### src/rtl/core/pbts_pkg.sv
`timescale 1ns / 1ps
package pbts_pkg;
	typedef enum logic [3:0] {
		OP_TICK = 4'd0, OP_INT_ENTER = 4'd1, OP_INT_EXIT = 4'd2, OP_LOCK = 4'd3,
		OP_UNLOCK = 4'd4, OP_SCHEDULE = 4'd5, OP_START = 4'd6, OP_READY = 4'd7,
		OP_UNREADY = 4'd8, OP_DELAY = 4'd9, OP_SUSPEND = 4'd10, OP_RESUME = 4'd11
	} op_t;

	typedef enum logic [2:0] {
		ST_IDLE, ST_EXEC, ST_SWEEP, ST_DECIDE, ST_OUT
	} state_t;

	localparam int OP_BITS = 4;
	localparam int PRIO_BITS = 6;
	localparam int TICK_IN_BITS = 16;
	localparam int DEPTH_BITS = 8;
	localparam logic [DEPTH_BITS-1:0] DEPTH_MAX = 8'd255;

	typedef struct packed {
		logic exec;
		logic sweep_start;
		logic sweep_step;
		logic decide;
	} cmd_t;

	typedef struct packed {
		logic sweep_needed;
		logic sweep_last;
		logic decide_needed;
	} stat_t;
endpackage

### src/rtl/core/pbts_ctrl.sv
`timescale 1ns / 1ps
module pbts_ctrl import pbts_pkg::*; (
	input  logic  clk,
	input  logic  arst_n,
	input  logic  in_valid,
	output logic  in_ready,
	output logic  out_valid,
	input  logic  out_ready,
	input  stat_t stat,
	output cmd_t  cmd
);
	state_t state_q, state_d;

	always_ff @(posedge clk or negedge arst_n) begin
		if (!arst_n) state_q <= ST_IDLE;
		else state_q <= state_d;
	end

	always_comb begin
		state_d = state_q;
		case (state_q)
			ST_IDLE: if (in_valid) state_d = ST_EXEC;
			ST_EXEC: begin
				if (stat.sweep_needed) state_d = ST_SWEEP;
				else if (stat.decide_needed) state_d = ST_DECIDE;
				else state_d = ST_OUT;
			end
			ST_SWEEP: if (stat.sweep_last) state_d = ST_OUT;
			ST_DECIDE: state_d = ST_OUT;
			ST_OUT: if (out_ready) state_d = ST_IDLE;
			default: state_d = ST_IDLE;
		endcase
	end

	always_comb begin
		cmd = '0;
		in_ready = 1'b0;
		out_valid = 1'b0;
		case (state_q)
			ST_IDLE: in_ready = 1'b1;
			ST_EXEC: begin
				cmd.exec = 1'b1;
				cmd.sweep_start = stat.sweep_needed;
			end
			ST_SWEEP: cmd.sweep_step = 1'b1;
			ST_DECIDE: cmd.decide = 1'b1;
			ST_OUT: out_valid = 1'b1;
			default: ;
		endcase
	end
endmodule

### src/rtl/core/pbts_dp.sv
`timescale 1ns / 1ps
module pbts_dp import pbts_pkg::*; #(
	parameter int TASK_COUNT = 64,
	parameter int WORD_BITS = 32,
	parameter int DELAY_BITS = 16
) (
	input  logic                    clk,
	input  logic                    arst_n,
	input  logic                    in_take,
	input  logic [OP_BITS-1:0]      operation,
	input  logic [PRIO_BITS-1:0]    task_prio,
	input  logic [TICK_IN_BITS-1:0] delay_ticks,
	input  cmd_t                    cmd,
	output stat_t                   stat,
	output logic [PRIO_BITS-1:0]    next_prio,
	output logic                    decided,
	output logic                    switch_request,
	output logic                    from_interrupt,
	output logic [DEPTH_BITS-1:0]   int_depth_now,
	output logic [DEPTH_BITS-1:0]   lock_depth_now,
	output logic                    running_now,
	output logic                    none_ready
);
	localparam int IDX_BITS = $clog2(TASK_COUNT);
	localparam logic [DELAY_BITS-1:0] DELAY_MAX = {DELAY_BITS{1'b1}};
	localparam logic [IDX_BITS-1:0] IDX_LAST = IDX_BITS'(TASK_COUNT - 1);

	logic [OP_BITS-1:0] op_q;
	logic [IDX_BITS-1:0] prio_q;
	logic [TICK_IN_BITS-1:0] ticks_q;
	logic [TASK_COUNT-1:0] ready_q, blocked_q, susp_q;
	logic [DELAY_BITS-1:0] dcount_q [TASK_COUNT];
	logic [DEPTH_BITS-1:0] int_q, lock_q;
	logic running_q;
	logic [PRIO_BITS-1:0] cur_q;
	logic [WORD_BITS-1:0] tick_q;
	logic [IDX_BITS-1:0] idx_q;
	logic decide_q, from_int_q, sw_q, none_q;

	logic [DELAY_BITS-1:0] ticks_sat;
	logic [DEPTH_BITS-1:0] int_dec;
	logic decide_need;
	logic [IDX_BITS-1:0] top_idx;
	logic top_any;
	logic [DELAY_BITS-1:0] dc_s1, dc_next;
	logic [IDX_BITS-1:0] idx_s1;
	logic step_s1;
	logic [PRIO_BITS-1:0] top_prio;

	always_comb begin
		if (DELAY_BITS < TICK_IN_BITS && (ticks_q >> DELAY_BITS) != '0) ticks_sat = DELAY_MAX;
		else ticks_sat = DELAY_BITS'(ticks_q);
	end

	assign int_dec = (int_q != '0) ? int_q - 1'b1 : int_q;

	always_comb begin
		decide_need = 1'b0;
		case (op_q)
			OP_INT_EXIT: decide_need = running_q && int_dec == '0 && lock_q == '0;
			OP_UNLOCK: decide_need = running_q && int_q == '0 && lock_q == 8'd1;
			OP_SCHEDULE: decide_need = int_q == '0 && lock_q == '0;
			OP_START: decide_need = !running_q;
			default: decide_need = 1'b0;
		endcase
	end

	assign stat.decide_needed = decide_need;
	assign stat.sweep_needed = (op_q == OP_TICK) && running_q;
	assign stat.sweep_last = (idx_q == IDX_LAST);

	always_comb begin
		top_idx = '0;
		top_any = 1'b0;
		for (int i = 0; i < TASK_COUNT; i++) begin
			if (ready_q[i]) begin
				top_idx = IDX_BITS'(i);
				top_any = 1'b1;
			end
		end
	end
	assign top_prio = PRIO_BITS'(top_idx);

	assign dc_next = (dc_s1 != '0) ? dc_s1 - 1'b1 : dc_s1;

	always_ff @(posedge clk) begin
		if (in_take) begin
			op_q <= operation;
			prio_q <= IDX_BITS'(task_prio);
			ticks_q <= delay_ticks;
		end
		if (cmd.exec && op_q == OP_DELAY && ticks_q != '0) dcount_q[prio_q] <= ticks_sat;
		if (cmd.sweep_step) begin
			dc_s1 <= dcount_q[idx_q];
			idx_s1 <= idx_q;
		end
		if (step_s1 && blocked_q[idx_s1]) dcount_q[idx_s1] <= dc_next;
	end

	always_ff @(posedge clk or negedge arst_n) begin
		if (!arst_n) begin
			ready_q <= '0;
			blocked_q <= '0;
			susp_q <= '0;
			int_q <= '0;
			lock_q <= '0;
			running_q <= 1'b0;
			cur_q <= '0;
			tick_q <= '0;
			idx_q <= '0;
			step_s1 <= 1'b0;
			decide_q <= 1'b0;
			from_int_q <= 1'b0;
			sw_q <= 1'b0;
			none_q <= 1'b0;
		end else begin
			step_s1 <= cmd.sweep_step;
			if (cmd.exec) begin
				decide_q <= 1'b0;
				from_int_q <= 1'b0;
				sw_q <= 1'b0;
				none_q <= 1'b0;
				idx_q <= '0;
				case (op_q)
					OP_TICK: tick_q <= tick_q + 1'b1;
					OP_INT_ENTER: if (running_q && int_q != DEPTH_MAX) int_q <= int_q + 1'b1;
					OP_INT_EXIT: if (running_q) int_q <= int_dec;
					OP_LOCK: if (running_q && int_q == '0 && lock_q != DEPTH_MAX)
						lock_q <= lock_q + 1'b1;
					OP_UNLOCK: if (running_q && int_q == '0 && lock_q != '0)
						lock_q <= lock_q - 1'b1;
					OP_READY: ready_q[prio_q] <= 1'b1;
					OP_UNREADY: ready_q[prio_q] <= 1'b0;
					OP_DELAY: if (ticks_q != '0) begin
						ready_q[prio_q] <= 1'b0;
						blocked_q[prio_q] <= 1'b1;
					end
					OP_SUSPEND: begin
						susp_q[prio_q] <= 1'b1;
						ready_q[prio_q] <= 1'b0;
					end
					OP_RESUME: begin
						susp_q[prio_q] <= 1'b0;
						if (!blocked_q[prio_q]) ready_q[prio_q] <= 1'b1;
					end
					default: ;
				endcase
			end
			if (cmd.sweep_step) idx_q <= idx_q + 1'b1;
			if (step_s1 && blocked_q[idx_s1] && dc_next == '0) begin
				blocked_q[idx_s1] <= 1'b0;
				if (!susp_q[idx_s1]) ready_q[idx_s1] <= 1'b1;
			end
			if (cmd.decide) begin
				decide_q <= 1'b1;
				from_int_q <= (op_q == OP_INT_EXIT);
				none_q <= !top_any;
				sw_q <= (top_prio != cur_q);
				cur_q <= top_prio;
				if (op_q == OP_START) running_q <= 1'b1;
			end
		end
	end

	assign next_prio = cur_q;
	assign decided = decide_q;
	assign switch_request = sw_q;
	assign from_interrupt = from_int_q;
	assign int_depth_now = int_q;
	assign lock_depth_now = lock_q;
	assign running_now = running_q;
	assign none_ready = none_q;
endmodule

### src/rtl/core/priority_bitmap_task_scheduler_top.sv
`timescale 1ns / 1ps
// Fixed-priority task scheduler with ready, blocked and suspended bitmaps.
// Input channel (in_valid/in_ready) takes one word: operation, task_prio,
// delay_ticks. Output channel (out_valid/out_ready) returns one result word
// per input word, in order.
// Each word passes through capture, execute and present; a decision adds a
// decide step. A tick while running walks every delay counter, one task per
// cycle, before its result is presented.
// Throughput is one word at a time: the next input word is taken only after
// the result word has been taken, so a stalled receiver holds the result
// and blocks new input.
// Reset clears all bitmaps, nesting counts, running flag, current task and
// tick count; delay counters are loaded when a task is delayed.
// task_prio is taken modulo TASK_COUNT.
module priority_bitmap_task_scheduler_top import pbts_pkg::*; #(
	parameter int TASK_COUNT = 64,
	parameter int WORD_BITS = 32,
	parameter int DELAY_BITS = 16
) (
	input  logic                    clk,
	input  logic                    arst_n,
	input  logic                    in_valid,
	output logic                    in_ready,
	input  logic [OP_BITS-1:0]      operation,
	input  logic [PRIO_BITS-1:0]    task_prio,
	input  logic [TICK_IN_BITS-1:0] delay_ticks,
	output logic                    out_valid,
	input  logic                    out_ready,
	output logic [PRIO_BITS-1:0]    next_prio,
	output logic                    decided,
	output logic                    switch_request,
	output logic                    from_interrupt,
	output logic [DEPTH_BITS-1:0]   int_depth_now,
	output logic [DEPTH_BITS-1:0]   lock_depth_now,
	output logic                    running_now,
	output logic                    none_ready
);
	cmd_t cmd;
	stat_t stat;

	pbts_ctrl u_ctrl (
		.clk(clk), .arst_n(arst_n), .in_valid(in_valid), .in_ready(in_ready),
		.out_valid(out_valid), .out_ready(out_ready), .stat(stat), .cmd(cmd)
	);

	pbts_dp #(.TASK_COUNT(TASK_COUNT), .WORD_BITS(WORD_BITS), .DELAY_BITS(DELAY_BITS)) u_dp (
		.clk(clk), .arst_n(arst_n), .in_take(in_valid && in_ready),
		.operation(operation), .task_prio(task_prio), .delay_ticks(delay_ticks),
		.cmd(cmd), .stat(stat), .next_prio(next_prio), .decided(decided),
		.switch_request(switch_request), .from_interrupt(from_interrupt),
		.int_depth_now(int_depth_now), .lock_depth_now(lock_depth_now),
		.running_now(running_now), .none_ready(none_ready)
	);
endmodule

### config.mk
export PLATFORM = sky130hd
export DESIGN_NAME = priority_bitmap_task_scheduler_top
export DESIGN_NICKNAME = d
export VERILOG_FILES = /design/src/rtl/core/pbts_pkg.sv /design/src/rtl/core/pbts_ctrl.sv /design/src/rtl/core/pbts_dp.sv /design/src/rtl/core/priority_bitmap_task_scheduler_top.sv
export SDC_FILE = /design/constraint.sdc
export NUM_CORES = 2
export LEC_CHECK = 0
export BUFFER_PORTS_ARGS = -buffer_cell sky130_fd_sc_hd__buf_2
export CORE_AREA = 2 2 411 413
export CTS_CLUSTER_SIZE = 12
export DETAILED_ROUTE_END_ITERATION = 16
export DIE_AREA = 0 0 413 415
export GPL_ROUTABILITY_DRIVEN = 0
export GPL_TIMING_DRIVEN = 0
export SLEW_MARGIN = 40
export SYNTH_ARGS = -nofsm -noshare
export SYNTH_HDL_FRONTEND = slang
export SYNTH_SLANG_ARGS = --single-unit
### constraint.sdc
create_clock -name clk -period 5.5 [get_ports clk]
set_input_delay 1.375 -clock clk [delete_from_list [all_inputs] [get_ports clk]]
set_output_delay 1.375 -clock clk [all_outputs]
set_load 0.005 [all_outputs]
# Yosys cells after proc, flatten, opt, wreduce, memory -nomap -nowiden
# Memory sizes are Yosys's and may differ from the RTL's. A register that Yosys moved wholly into a read port is not among the register bits.
# Cells that the tools add are included.
[word_totals]
word_cells = 283
latch_bits = 0
rom_bits = 0
in_bits = 30
n_memories = 1
reg_bits = 261
output_inout_bits = 29
ram_bits = 1024
[classes]
shifts = 0
n_reduce_logical = 39
muxes = 179
n_mul = 0
add_sub_neg = 6
n_bitwise = 9
n_eq_ne = 27
order_cmp = 4
div = 0
[memory_table]
columns = ["memory", "words", "width", "rd", "rd_clocked_by_memory_dff", "write_ports", "line", "source"]
rows = [
  ["u_dp.dcount_q", 64, 16, 1, 1, 2, "pbts_dp.sv:32", "logic [DELAY_BITS-1:0] dcount_q [TASK_COUNT];"],
]
[ops]
columns = ["operator", "n"]
rows = [
  ["64-bit 2-to-1 mux", 9],
  ["64-bit OR", 4],
  ["64-bit one-hot mux with 4 select lines", 1],
  ["6-bit 2-to-1 mux", 34],
  ["64-bit bitwise AND", 3],
  ["64-bit inverter", 2],
  ["64-bit one-hot mux with 2 select lines", 1],
  ["1-bit 2-to-1 mux", 83],
  ["5-bit 2-to-1 mux", 16],
  ["8-bit 2-to-1 mux", 5],
  ["4-bit 2-to-1 mux", 8],
  ["8-bit one-hot mux with 2 select lines", 2],
  ["16-bit nonzero test", 2],
  ["3-bit 2-to-1 mux", 9],
  ["8-bit logical NOT", 3],
  ["1-bit binary-select mux with 6-bit select", 3],
  ["8-bit by 1-bit adder with 8-bit output, second input constant", 2],
  ["4-bit by 3-bit equality test with 1-bit output, second input constant", 4],
  ["4-bit equality test, second input constant", 4],
  ["1-bit logical AND", 16],
  ["16-bit logical NOT", 1],
  ["16-bit 2-to-1 mux", 1],
  ["8-bit != test, second input constant", 2],
  ["8-bit nonzero test", 2],
  ["other kinds (27)", 47],
]

# Depth between registers and ports, before layout
[logic_depth]
ltp_word = 66
mapped_depth = 13
ltp_nobuf = 10

# Hierarchy
# Synthesis repeated with hierarchy kept, for this count alone.
[hier_totals]
hier_cells = 4721
area_unflattened_um2 = 66684.0
[by_module_without_submodules]
columns = ["mod", "seq_area_each_um2", "n_inst", "cells_each", "area_each_um2"]
rows = [
  ["pbts_dp", 37846.3, 1, 4697, 66495.0],
  ["pbts_ctrl", 75.1, 1, 23, 182.7],
  ["priority_bitmap_task_scheduler_top", 0.0, 1, 1, 6.3],
]

# Worst setup path before layout
# OpenSTA, ideal clock, no wires.
[synth_timing]
path_type = "register to register"
from = "reg u_dp.prio_q[2]"
to = "mem u_dp.dcount_q[40][0], enable pin"
period_less_slack_ns = 3.353
required_ns = 5.089
setup_ns = 0.411
stages_incl_launch_ff = 8
n_path_buf = 4
t_arrival_ns = 2.942
setup_slack_ns = 2.147
path_cell_list = "edfxtp_1 -> clkbuf_1 -> buf_2 -> buf_2 -> buf_2 -> nor3_1 -> nand2_1 -> o21ai_0"
[synth_lines]
columns = ["item", "line", "source"]
rows = [
  ["start: declaration", "pbts_dp.sv:29", "logic [IDX_BITS-1:0] prio_q;"],
  ["start signal: assignment", "pbts_dp.sv:89", "prio_q <= IDX_BITS'(task_prio);"],
  ["end: declaration", "pbts_dp.sv:32", ""],
]

==> impl_metrics.csv <==
group,metric,value,unit
power,intPower,19.3,mW
sta,finalMaxSlewViolations,0,
layout,area_growth,14.5,%
global_route,track_usage,33.0,%
sta,hold_viol_final,0,
worst_hold_path,hp-class,"in2async",
sta,finalSetupTns,0,ns
sta,fin_crit_sh,91.9,%
placement,place.detailed.hpwl,214,mm
cts,clockBufferDepth,3,
power,p_clk_share,32.2,%
yosys,ys_warn_count,0,
layout,seq_area,37900,sq um
sta,maxSlewHeadroom,29.2,%
yosys,synth_edf_count,1072,
power,combPwrFrac,28.9,%
sta,rsz0062_at_grt,"no",
floorplanning,core,167000,sq um
critical_path,critPathKind,"reg2reg",
layout,final_common_cell,"edfxtp_1",
outcome,status,"finished clean",
global_route,antenna_found_initial,11,
yosys,synth_nets,5850,
cts,cts_resized,0,
route,initialDrtViolationCount,10800,
yosys,syn_inst,5813,
yosys,ys_ff_latch,1301,
cts,cts_tree,"yes",
yosys,ys_types,87,
yosys,synth-seq-area-share,57.0,%
power,powerDensity,388,nW/um^2
global_route,grt_pass1_vias,52300,
critical_path,crit_fanout,14,
cts,cts_hold_buf,0,
route,wl_per_cell,34.3,um
route,num_vias,56100,
cts,clock_latency,0.84,ns
critical_path,cp-end-kind,"flip-flop",
cts,cts_buffers,146,
route,route.detailed.drc,0,
sta,skew,0.0497,ns
route,routed_wirelength,289,mm
yosys,syn_area,66500,sq um
cts,cts.sinks,1301,
layout,multi_input_area,26500,sq um
critical_path,arrival,5.55,ns
cts,path_clk_slew,0.06,ns
cts,htreeDepth,4,
route,drt-vias-per-instance,6.67,
yosys,ys_async_sr_fraction,17.6,%
floorplanning,fp.dieH,415,um
global_route,grt_pass1_wl,399,mm
layout,n_fill_cell,15200,
global_route,grt-ovfl-total,0,
power,p_switching,10.2,mW
cts,post_cts.repair.setup_buffers,0,
route,drtPass1Iterations,11,
floorplanning,std_cell_rows,150,
placement,placed_cells,8146,
power,p_seq_share,38.9,%
sta,fin_crit,5.05,ns
global_route,grt_max_degree,73,
route,antenna_left,0,
floorplanning,die_w,413,um
floorplanning,ios,59,
layout,finalNonFillerCells,8419,
power,swShare,34.7,%
cts,cts_root_buf,"clkbuf_16",
sta,max_freq,198,MHz
power,leakage,26.9,nW
floorplanning,dieArea,171000,sq um
layout,finalNetCount,6129,
placement,port_buffers,58,
layout,final_cell_mix,"1072 x edfxtp_1, 773 x nand2_1, 739 x o21ai_0, 697 x a21oi_1, 548 x nor2_1",
job,maxCapViolations,0,
power,vdd_drop_max,0.388,mV
critical_path,worstSetupStartpointType,"flip-flop",
sta,setup_viol,0,
floorplanning,initial_core_util,39.9,%
yosys,syn-mean-instance-area,11.4,sq um
layout,post_route_cells_drive_above_1_share,18.6,%
yosys,ys.flop_type,"edfxtp_1",
sta,worstMarginPinSlew,1.06,ns
critical_path,worst-endpoint-required,6.00,ns
-- power by group through the flow --
stage                     clock (mW)  sequential, mW  combinational [mW]
final                           9.51            11.5                8.53
after global routing            9.81            11.5                8.77
after CTS                       9.44            11.5                8.10
after detailed placement           0            11.7                8.06
after global placement             0            11.7                7.86
after floorplan                    0            11.6                4.78
-- worst max-delay path: stages (launching register included) --
cell,delay (ns)
edfxtp_1,0.54
buf_4,0.30
buf_6,0.19
buf_2,0.23
nor2_1,0.48
a222oi_1,0.22
o21ai_0,0.62
nor3b_2,0.66
buf_4,0.33
nand2_1,0.22
clkbuf_1,0.45
o21ai_4,0.21
buf_8,0.23
-- state kept, by name (all words and copies together), names as in the netlist, 3 cells and up, named ones only --
register / cells
u_dp.next_prio: 6
u_dp.int_depth_now: 8
u_dp.dc_s1: 16
u_dp.dcount_q: 1024
u_dp.lock_depth_now: 8
u_dp.op_q: 4
u_dp.idx_q: 6
u_dp.blocked_q: 64
u_ctrl.state_q: 3
u_dp.idx_s1: 6
u_dp.ticks_q: 16
u_dp.ready_q: 64
u_dp.prio_q: 6
-- area by class of cell --
cell class,instances,share of cell area [%]
Antenna cell,4,0.0131
Buffer,641,3.85
Clock buffer,185,5.08
Clock inverter,82,0.827
Inverter,24,0.118
Multi-Input combinational cell,3847,34.9
Sequential cell,1301,49.8
Tap cell,2204,3.62
Timing Repair Buffer,131,1.81
-- final timing paths --
kind	startpoint	to	slack (ns)	depth (start not counted)
worst max-delay path	u_dp.idx_s1[1]$_DFFE_PP_	u_dp.dcount_q[54][6]$_DFFE_PP_	0.45	12
worst min-delay path	arst_n	u_dp.lock_depth_now[6]$_DFFE_PN0P_	0.39	1
worst max register to register	u_dp.idx_s1[1]$_DFFE_PP_	u_dp.dcount_q[54][6]$_DFFE_PP_	0.45	12
worst min register to register	u_dp.idx_q[5]$_DFFE_PN0P_	u_dp.idx_s1[5]$_DFFE_PP_	0.44	0
max in group asynchronous	arst_n	u_dp.ready_q[46]$_DFF_PN0_	4.01	3
min in group clk	u_dp.idx_q[5]$_DFFE_PN0P_	u_dp.idx_s1[5]$_DFFE_PP_	0.44	0
-- layer usage --
| layer | global-route usage, % | vias to the layer above | wire, um |
|---|---|---|---|
| met5 | 0 | - | 82 |
| li1 | - | 22300 | - |
| met1 | 42.8 | 27500 | 99600 |
| met3 | 13.3 | 1053 | 48600 |
| met4 | 20.1 | 12 | 22100 |
| met2 | 46.1 | 5269 | 118000 |
-- metrics by stage --
stage	util, %	hold WS (ns)	instance area, sq um	setup WS (ns)	power, mW
floorplan	-	0.423	66500	2.15	16.4
global placement	41.7	0.431	69500	-1.19	19.5
detailed placement	42.9	0.434	71600	0.821	19.7
CTS	45.6	0.386	76100	0.812	29.0
global route	45.7	0.398	76100	0.607	30.1
finish	45.7	0.388	76100	0.446	29.5
-- cells in the mapped netlist (47+ instances only) --
cell type / number / area (sq um)
clkbuf_1: 416 / 1560
mux2_2: 56 / 631
dfrtp_1: 229 / 5730
nor2_1: 558 / 2090
buf_2: 102 / 510
a31oi_1: 81 / 507
edfxtp_1: 1072 / 32200
o21ai_0: 791 / 3960
o221ai_1: 47 / 412
buf_1: 72 / 270
nand2_1: 773 / 2900
a21oi_1: 698 / 3490
mux4_2: 355 / 8000
-- cells by family (layout without fill, tap and decap cells) --
group / after synthesis / in the layout / synth area share, %
adder cells (fa/ha/maj): 7 / 7 / 0.132
multiplexers: 441 / 441 / 13.4
flip-flops: 1301 / 1301 / 57.0
other: 0 / 4 / 0
buffers and inverters: 665 / 1063 / 4.30
XOR/XNOR: 24 / 24 / 0.316
AND/OR/NAND/NOR: 1593 / 1593 / 10.2
AO/OA/AOI/OAI: 1782 / 1782 / 14.6
Power figures use the tool's default switching activity.
